<file path="config.mk">
export PLATFORM = sky130hd
export DESIGN_NAME = pno_sqrt_cell
export DESIGN_NICKNAME = d
export VERILOG_FILES = /design/src/design/pno_pkg.sv /design/src/design/pno_sqrt_cell.sv
export SDC_FILE = /design/constraint.sdc
export NUM_CORES = 1
export LEC_CHECK = 0
export BUFFER_PORTS_ARGS = -buffer_cell sky130_fd_sc_hd__buf_2
export CAP_MARGIN = 20
export CORE_ASPECT_RATIO = 0.75
export CORE_UTILIZATION = 47
export CTS_CLUSTER_SIZE = 10
export DETAILED_ROUTE_END_ITERATION = 12
export GPL_TIMING_DRIVEN = 0
export HOLD_SLACK_MARGIN = 0.06
export PLACE_DENSITY = 0.78
export REMOVE_ABC_BUFFERS = 1
export SETUP_SLACK_MARGIN = 0.4
export SLEW_MARGIN = 10
export SYNTH_ARGS = -nofsm -noshare
export SYNTH_HDL_FRONTEND = slang
export SYNTH_SLANG_ARGS = --single-unit
</file>
<file path="constraint.sdc">
create_clock -name clk_i -period 0.8 [get_ports clk_i]
set_input_delay 0.04 -clock clk_i [delete_from_list [all_inputs] [get_ports clk_i]]
set_output_delay 0.04 -clock clk_i [all_outputs]
set_load 0.005 [all_outputs]
</file>
<file path="src/design/pno_pkg.sv">
`timescale 1ns / 1ps
// Package for the plane normal orientation block: widths, angle constants,
// the arctangent table and the structs shared by the pipeline cells.
// No dependencies.
package pno_pkg;

  localparam int DEF_COORD_BITS    = 12;
  localparam int DEF_CORDIC_STAGES = 16;
  localparam int TABLE_LEN         = 24;

  localparam int MAG_W  = 30;          // normalized magnitude, leading one at bit 29
  localparam int NS_W   = MAG_W + 1;   // normalized signed component
  localparam int SQ_W   = 2 * MAG_W;
  localparam int SUM_W  = 62;
  localparam int ROOT_W = 31;
  localparam int CW     = 34;          // CORDIC x/y width
  localparam int ZW     = 26;          // angle accumulator, degrees Q16

  localparam int ELEV_W   = 14;
  localparam int AZIM_W   = 15;
  localparam int ELEV_MAX = 5760;
  localparam int AZIM_MAX = 11520;

  localparam int RND_HALF = 512;
  localparam int RND_SH   = 10;

  localparam logic signed [ZW-1:0] DEG90  = ZW'(90 * 65536);
  localparam logic signed [ZW-1:0] DEG180 = ZW'(180 * 65536);

  typedef struct packed {
    logic zero;   // normal is the null vector
    logic vert;   // nx and ny vanish after normalization
  } pno_flags_t;

  typedef struct packed {
    logic                 hold;  // angle already final, no rotation
    logic signed [CW-1:0] x;
    logic signed [CW-1:0] y;
    logic signed [ZW-1:0] z;
  } pno_vec_t;

  // round(atan(2^-i) * 180/pi * 65536)
  function automatic logic signed [ZW-1:0] atan_q16(input int unsigned idx);
    logic signed [ZW-1:0] a;
    case (idx)
      0:  a = ZW'(2949120);
      1:  a = ZW'(1740967);
      2:  a = ZW'(919879);
      3:  a = ZW'(466945);
      4:  a = ZW'(234379);
      5:  a = ZW'(117304);
      6:  a = ZW'(58666);
      7:  a = ZW'(29335);
      8:  a = ZW'(14668);
      9:  a = ZW'(7334);
      10: a = ZW'(3667);
      11: a = ZW'(1833);
      12: a = ZW'(917);
      13: a = ZW'(458);
      14: a = ZW'(229);
      15: a = ZW'(115);
      16: a = ZW'(57);
      17: a = ZW'(29);
      18: a = ZW'(14);
      19: a = ZW'(7);
      20: a = ZW'(4);
      21: a = ZW'(2);
      22: a = ZW'(1);
      default: a = '0;
    endcase
    return a;
  endfunction

endpackage

</file>
<file path="src/design/pno_sqrt_cell.sv">
`timescale 1ns / 1ps
// One digit of the integer square root: decides root bit BIT and
// updates the remainder. Carries a side bus along. Depends on pno_pkg.
module pno_sqrt_cell #(
  parameter int BIT    = 0,
  parameter int SIDE_W = 1
) (
  input  logic                       clk_i,
  input  logic                       rst_ni,
  input  logic                       en_i,
  input  logic                       valid_i,
  input  logic [pno_pkg::SUM_W-1:0]  rem_i,
  input  logic [pno_pkg::ROOT_W-1:0] root_i,
  input  logic [SIDE_W-1:0]          side_i,
  output logic                       valid_o,
  output logic [pno_pkg::SUM_W-1:0]  rem_o,
  output logic [pno_pkg::ROOT_W-1:0] root_o,
  output logic [SIDE_W-1:0]          side_o
);
  import pno_pkg::*;

  localparam logic [SUM_W-1:0]  ONE_SQ  = SUM_W'(1) << (2 * BIT);
  localparam logic [ROOT_W-1:0] ROOT_BIT = ROOT_W'(1) << BIT;

  logic [SUM_W-1:0]  trial;
  logic              fits;
  logic              valid_q;
  logic [SUM_W-1:0]  rem_q;
  logic [ROOT_W-1:0] root_q;
  logic [SIDE_W-1:0] side_q;

  // (root + 2^b)^2 - root^2
  assign trial = (SUM_W'(root_i) << (BIT + 1)) + ONE_SQ;
  assign fits  = rem_i >= trial;

  always_ff @(posedge clk_i or negedge rst_ni) begin
    if (!rst_ni) begin
      valid_q <= 1'b0;
    end else if (en_i) begin
      valid_q <= valid_i;
    end
  end

  always_ff @(posedge clk_i) begin
    if (en_i) begin
      rem_q  <= fits ? rem_i - trial : rem_i;
      root_q <= fits ? (root_i | ROOT_BIT) : root_i;
      side_q <= side_i;
    end
  end

  assign valid_o = valid_q;
  assign rem_o   = rem_q;
  assign root_o  = root_q;
  assign side_o  = side_q;

endmodule

</file>
==> flow_metrics.tcl <==
set metrics [dict create \
    cap_violations 0 \
    drive_above_1_share_pct 51.5 \
    area_delta_synth_final_pct 54.9 \
    via_count 5951 \
    fp.coreArea_mm2 0.0123 \
    place_inst 910 \
    skew_ns 0 \
    cts_root_buffer "clkbuf_16" \
    p_switching_uw 4420 \
    finalPower_uw 14800 \
    status "complete, but fails checks" \
    clkLatencyLatePin_ns 0.34 \
    multi_input_area_mm2 0.00383 \
    postCtsHoldBufs 1 \
    rows 35 \
    yosysWarnings 0 \
    slew-limit-headroom_pct 58.8 \
    holdWs_ns -0.142 \
    finalWirelength_mm 20.6 \
    synth_cells 571 \
    p_leak_uw 0.00373 \
    rsz0062_at_grt "true" \
    routabilityCongestion 0.879 \
    utilization_pct 74.7 \
    syn_area_mm2 0.00593 \
    intPower_uw 10400 \
    maxSlewViolCount 0 \
    mostFrequentLayoutCells "buf_2 (176), edfxtp_1 (94), nand2_1 (48)" \
    drtIter0Drc 557 \
    switching_share_pct 29.9 \
    fin_nets 959 \
    cts_buffer_depth 2 \
    die_h_um 99.3 \
    post-dp-hpwl_mm 11.7 \
    setup_slack_ns -1.62 \
    power_density_mw_per_mm2 1610 \
    routedWlPerCell_um 20.6 \
    p_seq_share_pct 42.5 \
    fill_cells 763 \
    grt_start_max_net_pins 28 \
    synth_ff_type "edfxtp_1" \
    ant_nets 0 \
    cts_sinks 95 \
    worstMarginPinSlew_ns 0.610 \
    start_util_pct 48.2 \
    min_period_over_period_pct 303 \
    first_global_vias 5386 \
    ys_types 60 \
    grt_overflow 0 \
    diodes 0 \
    path_max_fanout 7 \
    grt_pass1_wl_mm 27.3 \
    arrival_ns 2.51 \
    cp-end-kind "flip-flop" \
    numCtsBuffers 9 \
    cts-htree-levels 3 \
    final_cells 999 \
    io_pins 193 \
    critPathKind "in2reg" \
    synth_seq_cells 95 \
    comb_power_share_pct 28.8 \
    required_ns 0.89 \
    die_area_mm2 0.0131 \
    syn_area_per_cell_um2 10.4 \
    violations "hold timing, setup timing" \
    cts.clk_slew.worst_paths_ns 0.08 \
    setup_viol 158 \
    startpoint_type "primary input" \
    fmax_ghz 0.413 \
    fp.dieW_um 132 \
    peakVddDrop_mv 1.47 \
    drc 0 \
    synth_edf_count 94 \
    seq_area_mm2 0.00285 \
    ys_async_sr_fraction_pct 1.05 \
    seq_area_frac_synth_pct 48.0 \
    min_path_type "in2reg" \
    grtUsageTotal_pct 26.8 \
    power_frac_clock_pct 28.6 \
    min_period_ns 2.42 \
    final_common_cell "buf_2" \
    antenna_found_initial 1 \
    cts_tree "built" \
    drtPass1Iterations 5 \
    via_per_inst 5.96 \
    port_buffers 192 \
    hold_viol_final 35 \
]
==> flip-flops by register name, summed over array words and instances, names as in the netlist <==
register,cells
side_o,1
root_o,31
rem_o,62
valid_o,1
==> logic make-up (layout without fill, tap and decap cells) <==
family | after synthesis | after routing | synth area share (%)
AND/OR/NAND/NOR | 185 | 190 | 16.9
AO/OA/AOI/OAI | 135 | 135 | 14.2
flip-flops | 95 | 95 | 48.0
XOR/XNOR | 61 | 61 | 9.00
buffers and inverters | 57 | 314 | 3.86
adder cells (fa/ha/maj) | 33 | 33 | 7.09
multiplexers | 5 | 5 | 0.949
==> worst max-delay path, cell delays in order <==
cell,delay [ns]
buf_2,0.14
or4_4,0.53
nor3_4,0.29
nand3_2,0.13
or2_4,0.28
o21ai_4,0.28
buf_6,0.15
o21ai_4,0.10
nor4_1,0.43
xor2_1,0.13
==> power groups by stage <==
stage | Combinational [uW] | Sequential [uW] | Clock [uW]
floorplan | 1530 | 6470 | 0
global placement | 2890 | 6390 | 0
detailed placement | 2980 | 6390 | 0
CTS | 3540 | 6280 | 4240
global route | 4550 | 6340 | 4400
finish | 4260 | 6290 | 4230
==> routing by layer <==
metal | vias to the layer above | wire (um) | global-route usage [%]
met5 | - | 0 | 0
met2 | 375 | 9710 | 43.1
met1 | 2867 | 8250 | 35.8
met4 | 0 | 894 | 8.68
li1 | 2627 | - | -
met3 | 82 | 1750 | 6.27
==> cells in the mapped netlist, drive strengths merged (2+ instances only) <==
master   count  share of area, %
edfxtp      94                48
nand2       62               3.9
o21ai       51               4.6
inv         36               2.3
a21oi       34               2.9
xor2        33               4.9
ha          32               6.7
xnor2       28               4.1
nor2        23               1.5
nor3        21               1.9
nand3       15               1.3
clkbuf      14              0.89
a21o        11               1.4
nand4        9              0.95
nor4         9               1.8
and3         8              0.84
or3          8              0.84
a31oi        7              0.74
buf          7              0.70
or2          7              0.74
a211oi       5              0.72
and2         5              0.53
mux2         5              0.95
nand4b       4              0.59
o21a         4              0.51
o21bai       4              0.51
or4          4              0.57
nor2b        3              0.32
o2111ai      3              0.44
o211ai       3              0.38
a2111oi      2              0.30
a211o        2              0.30
nor4b        2              0.40
o221ai       2              0.30
==> timing repair <==
action	CTS	global route
setup endpoints to repair	253	162
resized for setup	147	123
cloned	9	6
setup buffers	26	31
endpoints found under the hold margin	106	92
pin swaps	51	55
==> per-stage QoR <==
| step | instance area [um2] | TNS [ns] | hold WS, ns | setup WS [ns] |
|---|---|---|---|---|
| final | 9190 | -98.07 | -0.142 | -1.62 |
| after global routing | 9190 | -103.30 | -0.151 | -1.63 |
| after CTS | 8230 | -91.65 | -0.144 | -1.42 |
| after detailed placement | 7060 | -174.52 | -0.184 | -2.79 |
| after global placement | 7010 | -329.35 | -0.186 | -3.97 |
| after floorplan | 5840 | -148.22 | -0.256 | -2.76 |
==> final timing paths <==
check,from,end,slack (ns),depth (start not counted)
min in group asynchronous,rst_ni,valid_o,0.01,2
hold reg to reg,valid_o,valid_o,0.50,1
setup reg to reg,valid_o,valid_o,0.07,1
max in group asynchronous,rst_ni,valid_o,0.71,2
setup / recovery,rem_i[49],rem_o[52],-1.62,10
hold / removal,side_i,side_o,-0.14,1
==> final cells by class <==
| cell class | instances | share of cell area (%) |
|---|---|---|
| Tap cell | 166 | 2.26 |
| Inverter | 36 | 1.55 |
| Clock inverter | 7 | 0.681 |
| Clock buffer | 9 | 2.45 |
| Multi-Input combinational cell | 424 | 41.7 |
| Sequential cell | 95 | 31.0 |
| Timing Repair Buffer | 262 | 20.4 |
Note: power is estimated with default switching activity, not from simulation.
