--- config.mk ---
export PLATFORM = sky130hd
export DESIGN_NAME = pno_cordic_cell
export DESIGN_NICKNAME = d
export VERILOG_FILES = /design/src/design/pno_pkg.sv /design/src/design/pno_cordic_cell.sv
export SDC_FILE = /design/constraint.sdc
export NUM_CORES = 1
export LEC_CHECK = 0
export ABC_CLOCK_PERIOD_IN_PS = 1000
export BUFFER_PORTS_ARGS = -buffer_cell sky130_fd_sc_hd__buf_2
export CORE_MARGIN = 3
export CORE_UTILIZATION = 40
export DETAILED_ROUTE_END_ITERATION = 6
export PLACE_DENSITY = 0.7
export SYNTH_ARGS = -nofsm -noshare
export SYNTH_HDL_FRONTEND = slang
export SYNTH_SLANG_ARGS = --single-unit
--- constraint.sdc ---
create_clock -name clk_i -period 1 [get_ports clk_i]
set_input_delay 0 -clock clk_i [delete_from_list [all_inputs] [get_ports clk_i]]
set_output_delay 0 -clock clk_i [all_outputs]
set_load 0.01 [all_outputs]
--- src/design/pno_pkg.sv ---
`timescale 1ns / 1ps
// Package for the plane normal orientation block: widths, angle constants,
// the arctangent table and the structs shared by the pipeline cells.
// No dependencies.
package pno_pkg;

  localparam int DEF_COORD_BITS    = 12;
  localparam int DEF_CORDIC_STAGES = 16;
  localparam int TABLE_LEN         = 24;

  localparam int MAG_W  = 30;          // normalized magnitude, leading one at bit 29
  localparam int NS_W   = MAG_W + 1;   // normalized signed component
  localparam int SQ_W   = 2 * MAG_W;
  localparam int SUM_W  = 62;
  localparam int ROOT_W = 31;
  localparam int CW     = 34;          // CORDIC x/y width
  localparam int ZW     = 26;          // angle accumulator, degrees Q16

  localparam int ELEV_W   = 14;
  localparam int AZIM_W   = 15;
  localparam int ELEV_MAX = 5760;
  localparam int AZIM_MAX = 11520;

  localparam int RND_HALF = 512;
  localparam int RND_SH   = 10;

  localparam logic signed [ZW-1:0] DEG90  = ZW'(90 * 65536);
  localparam logic signed [ZW-1:0] DEG180 = ZW'(180 * 65536);

  typedef struct packed {
    logic zero;   // normal is the null vector
    logic vert;   // nx and ny vanish after normalization
  } pno_flags_t;

  typedef struct packed {
    logic                 hold;  // angle already final, no rotation
    logic signed [CW-1:0] x;
    logic signed [CW-1:0] y;
    logic signed [ZW-1:0] z;
  } pno_vec_t;

  // round(atan(2^-i) * 180/pi * 65536)
  function automatic logic signed [ZW-1:0] atan_q16(input int unsigned idx);
    logic signed [ZW-1:0] a;
    case (idx)
      0:  a = ZW'(2949120);
      1:  a = ZW'(1740967);
      2:  a = ZW'(919879);
      3:  a = ZW'(466945);
      4:  a = ZW'(234379);
      5:  a = ZW'(117304);
      6:  a = ZW'(58666);
      7:  a = ZW'(29335);
      8:  a = ZW'(14668);
      9:  a = ZW'(7334);
      10: a = ZW'(3667);
      11: a = ZW'(1833);
      12: a = ZW'(917);
      13: a = ZW'(458);
      14: a = ZW'(229);
      15: a = ZW'(115);
      16: a = ZW'(57);
      17: a = ZW'(29);
      18: a = ZW'(14);
      19: a = ZW'(7);
      20: a = ZW'(4);
      21: a = ZW'(2);
      22: a = ZW'(1);
      default: a = '0;
    endcase
    return a;
  endfunction

endpackage

--- src/design/pno_cordic_cell.sv ---
`timescale 1ns / 1ps
// One CORDIC vectoring step for both angles (elevation and azimuth lanes).
// Depends on pno_pkg.
module pno_cordic_cell #(
  parameter int STAGE  = 0,
  parameter int SIDE_W = 1
) (
  input  logic              clk_i,
  input  logic              rst_ni,
  input  logic              en_i,
  input  logic              valid_i,
  input  pno_pkg::pno_vec_t el_i,
  input  pno_pkg::pno_vec_t az_i,
  input  logic [SIDE_W-1:0] side_i,
  output logic              valid_o,
  output pno_pkg::pno_vec_t el_o,
  output pno_pkg::pno_vec_t az_o,
  output logic [SIDE_W-1:0] side_o
);
  import pno_pkg::*;

  localparam logic signed [ZW-1:0] ANG = atan_q16(STAGE);

  function automatic pno_vec_t rotate(input pno_vec_t v);
    pno_vec_t             r;
    logic signed [CW-1:0] xs;
    logic signed [CW-1:0] ys;
    r  = v;
    xs = $signed(v.x) >>> STAGE;
    ys = $signed(v.y) >>> STAGE;
    if (!v.hold) begin
      if (!v.y[CW-1]) begin
        r.x = v.x + ys;
        r.y = v.y - xs;
        r.z = v.z + ANG;
      end else begin
        r.x = v.x - ys;
        r.y = v.y + xs;
        r.z = v.z - ANG;
      end
    end
    return r;
  endfunction

  logic              valid_q;
  pno_vec_t          el_q, az_q;
  logic [SIDE_W-1:0] side_q;

  always_ff @(posedge clk_i or negedge rst_ni) begin
    if (!rst_ni) begin
      valid_q <= 1'b0;
    end else if (en_i) begin
      valid_q <= valid_i;
    end
  end

  always_ff @(posedge clk_i) begin
    if (en_i) begin
      el_q   <= rotate(el_i);
      az_q   <= rotate(az_i);
      side_q <= side_i;
    end
  end

  assign valid_o = valid_q;
  assign el_o    = el_q;
  assign az_o    = az_q;
  assign side_o  = side_q;

endmodule

==> impl_metrics.py <==
metrics = {
    "status": {
        "status": "finished with violations",
        "violations": "negative setup slack",
    },
    "clocking": {
        "path_clk_slew_ns": 0.08,
        "root_buffer": "clkbuf_16",
        "clk_latency_ns": 0.50,
        "numCtsBuffers": 17,
        "h-tree-depth": 4,
        "cts_tree": "yes",
        "clockBufferDepth": 2,
        "clock-sinks": 192,
    },
    "floorplanning": {
        "core_mm2": 0.0478,
        "dieWidth_um": 226,
        "io_pins": 387,
        "die_h_um": 226,
        "start_util_pct": 40.6,
        "std_cell_rows": 80,
        "die-area_mm2": 0.0513,
    },
    "yosys": {
        "synth_cells": 2344,
        "synth_warnings": 0,
        "yosys.cell_types.count": 77,
        "synth_seq_cells": 192,
        "yosys.area_share.simple_pct": 14.1,
        "synth_top_family_by_area": "compound AO/OA/AOI/OAI gates",
        "synth_nets": 2763,
        "synth_seq_area_share_pct": 29.6,
        "async_reset_ff_share_pct": 0.521,
        "synth_area_leaders": "edfxtp_1 30%, ha_1 14%, a21oi_1 6.9%",
        "synth_common_cells": "268 x a21oi_1, 216 x ha_1, 211 x inv_1",
        "synth_mux_area_share_pct": 3.59,
        "synth_top_area_share_pct": 29.5,
        "yosysMostFrequentCell": "a21oi_1",
        "synthXorXnorAreaFrac_pct": 6.08,
        "synth_flop_cell": "edfxtp_1",
        "synth_compound_area_share_pct": 25.3,
        "syn_area_mm2": 0.0194,
        "synth-adder-area-share_pct": 14.7,
        "synth-edff-count": 191,
        "yosys.area.top_type": "edfxtp_1",
        "synth.avg_cell_area_um2": 8.29,
    },
    "worst_setup_path": {
        "arrival_ns": 2.84,
        "worstPathRequired_ns": 1.25,
        "path_max_fanout": 3,
        "cp-end-kind": "flip-flop",
        "startpoint_type": "primary input",
        "worst-setup-path-type": "in2reg",
    },
    "global_route": {
        "antenna_found_initial": 7,
        "grt_pass1_vias": 24200,
        "grt_pass1_wl_um": 131000,
        "overflow": 0,
        "grt_max_degree": 48,
        "grt_usage_pct": 32.6,
    },
    "place": {
        "place_hpwl_um": 65500,
        "portBuffers": 386,
        "place.gp.congestion": 1.00,
    },
    "finish": {
        "area_growth_pct": 81.1,
        "drive_above_1_share_pct": 50.5,
        "fill_cells": 3247,
        "layout.nets": 4113,
        "postLayoutCoreUtil_pct": 73.6,
    },
    "routing": {
        "vias": 24400,
        "routed_wl_um": 91700,
        "ant_nets": 0,
        "drcViolationCount": 0,
        "firstDrtPassIters": 6,
        "post_drt_wl_per_cell_um": 21.2,
        "viasPerCell": 5.63,
        "initialDrtViolationCount": 1879,
    },
    "timing": {
        "finalSetupViolCount": 316,
        "setup_slack_ns": -1.58,
        "fmax_ghz": 0.387,
        "fin_skew_ns": 0,
        "period_share_pct": 258,
        "worst_slew_margin_rel_pct": 60.8,
        "hold_viol_final": 0,
        "whs_ns": 0.0191,
        "tightest_slew_ns": 0.581,
        "drv_slew": 0,
        "min_period_ns": 2.58,
        "rsz0062_at_grt": "true",
    },
    "power": {
        "vdd_ir_drop_max_v": 0.00127,
        "power_leakage_nw": 16.1,
        "power_density_mw_per_mm2": 1090,
        "p_sw_mw": 14.7,
        "p_seq_share_pct": 27.1,
        "clock_power_share_pct": 19.7,
        "sw_frac_of_total_pct": 38.4,
        "internal-power_mw": 23.6,
        "combinationalPowerShare_pct": 53.3,
    },
    "job": {
        "cap_viol_max_count": 0,
    },
    "worst_hold_path": {
        "hp-class": "in2reg",
    },
}
-- power groups by stage --
stage | sequential (mW) | combinational [mW] | clock (mW)
floorplan | 11.0 | 7.73 | 0
global placement | 10.5 | 15.8 | 0
detailed placement | 10.5 | 16.0 | 0
CTS | 10.3 | 18.1 | 7.68
global route | 10.4 | 21.6 | 7.93
finish | 10.4 | 20.4 | 7.53
-- cell type report --
class | count | area [um^2] | area share [%]
multi-input cells | 1814 | 15800 | 44.8
repair buffers | 1455 | 11200 | 31.9
diodes | 4 | 10.0 | 0.0284
flip-flops and latches | 192 | 5760 | 16.4
inverters | 214 | 1010 | 2.88
well taps | 615 | 769 | 2.19
clock inverters | 15 | 208 | 0.590
clock buffers | 17 | 425 | 1.21
-- state kept, by name (all words and copies together), names as in the netlist --
| signal | flops |
|---|---|
| az_o | 95 |
| el_o | 95 |
| side_o | 1 |
| valid_o | 1 |
-- final timing paths --
check | startpoint | to | slack [ns] | cells after the start
max | el_i[60] | el_o[58] | -1.58 | 14
min | az_i[48] | az_o[48] | 0.02 | 4
max reg2reg | valid_o | valid_o | 0.25 | 1
min reg2reg | valid_o | valid_o | 0.52 | 1
max in group asynchronous | rst_ni | valid_o | 0.57 | 3
min in group asynchronous | rst_ni | valid_o | 0.33 | 3
-- routing by layer --
metal,track usage (%),vias up,part of all wire (%),routed length [um]
li1,-,11100,-,-
met1,39.8,11800,39,35700
met2,56.5,1181,49,44600
met3,6.15,301,7.5,6920
met4,13.6,10,4.8,4380
met5,0,-,0.060,55
-- metrics by stage --
stage | total power, mW | std cells | cell area, um^2 | setup WS (ns) | setup TNS (ns)
finish | 38.3 | 4326 | 35200 | -1.58 | -148.50
global route | 39.9 | 4323 | 35200 | -1.66 | -164.61
CTS | 36.2 | 4275 | 33400 | -1.57 | -143.04
detailed placement | 26.5 | 4019 | 29100 | -2.22 | -224.26
global placement | 26.3 | 4019 | 29100 | -2.17 | -219.37
floorplan | 18.7 | 2344 | 21000 | -1.63 | -135.99
-- worst max-delay path, stage by stage --
cell	delay, ns
buf_6	0.09
ha_4	0.15
fa_2	0.24
nand2b_4	0.08
a221oi_4	0.31
o41ai_4	0.13
a311oi_4	0.44
a311oi_4	0.17
buf_4	0.17
o41ai_4	0.33
a31oi_4	0.15
o22ai_2	0.22
xnor2_1	0.09
mux2_4	0.26
-- repair_timing --
action,4_1_cts,5_1_grt
buffers inserted,76,87
hold endpoints to repair,169,0
setup endpoints to repair,332,334
pin swaps,218,314
gates resized for setup,363,346
hold buffers,157,0
-- logic make-up after synthesis --
kind of cell,after synthesis
and+or+nand+nor,593
AOI/OAI and AO/OA,793
DFF,192
xor gates and xnor gates,135
muxes,69
buffers and inverters,338
adders and majority gates,224
-- placed cells by master (no fill, tap or decap), types with 42 or more instances in the layout --
master / Yosys / final
dlygate4sd3_1: 0 / 157
mux2i_1: 63 / 50
edfxtp_1: 191 / 191
nor2_1: 198 / 176
buf_6: 0 / 107
a21oi_2: 0 / 89
ha_4: 0 / 49
o21ai_0: 205 / 73
o21ai_1: 4 / 82
a21oi_1: 268 / 158
o21ai_2: 1 / 45
inv_1: 211 / 164
buf_2: 14 / 341
xnor2_1: 107 / 87
ha_1: 216 / 153
nand2_1: 167 / 150
o21bai_1: 48 / 42
buf_4: 0 / 814
a21o_1: 66 / 65
No activity file was read; power rests on OpenSTA's default activity.
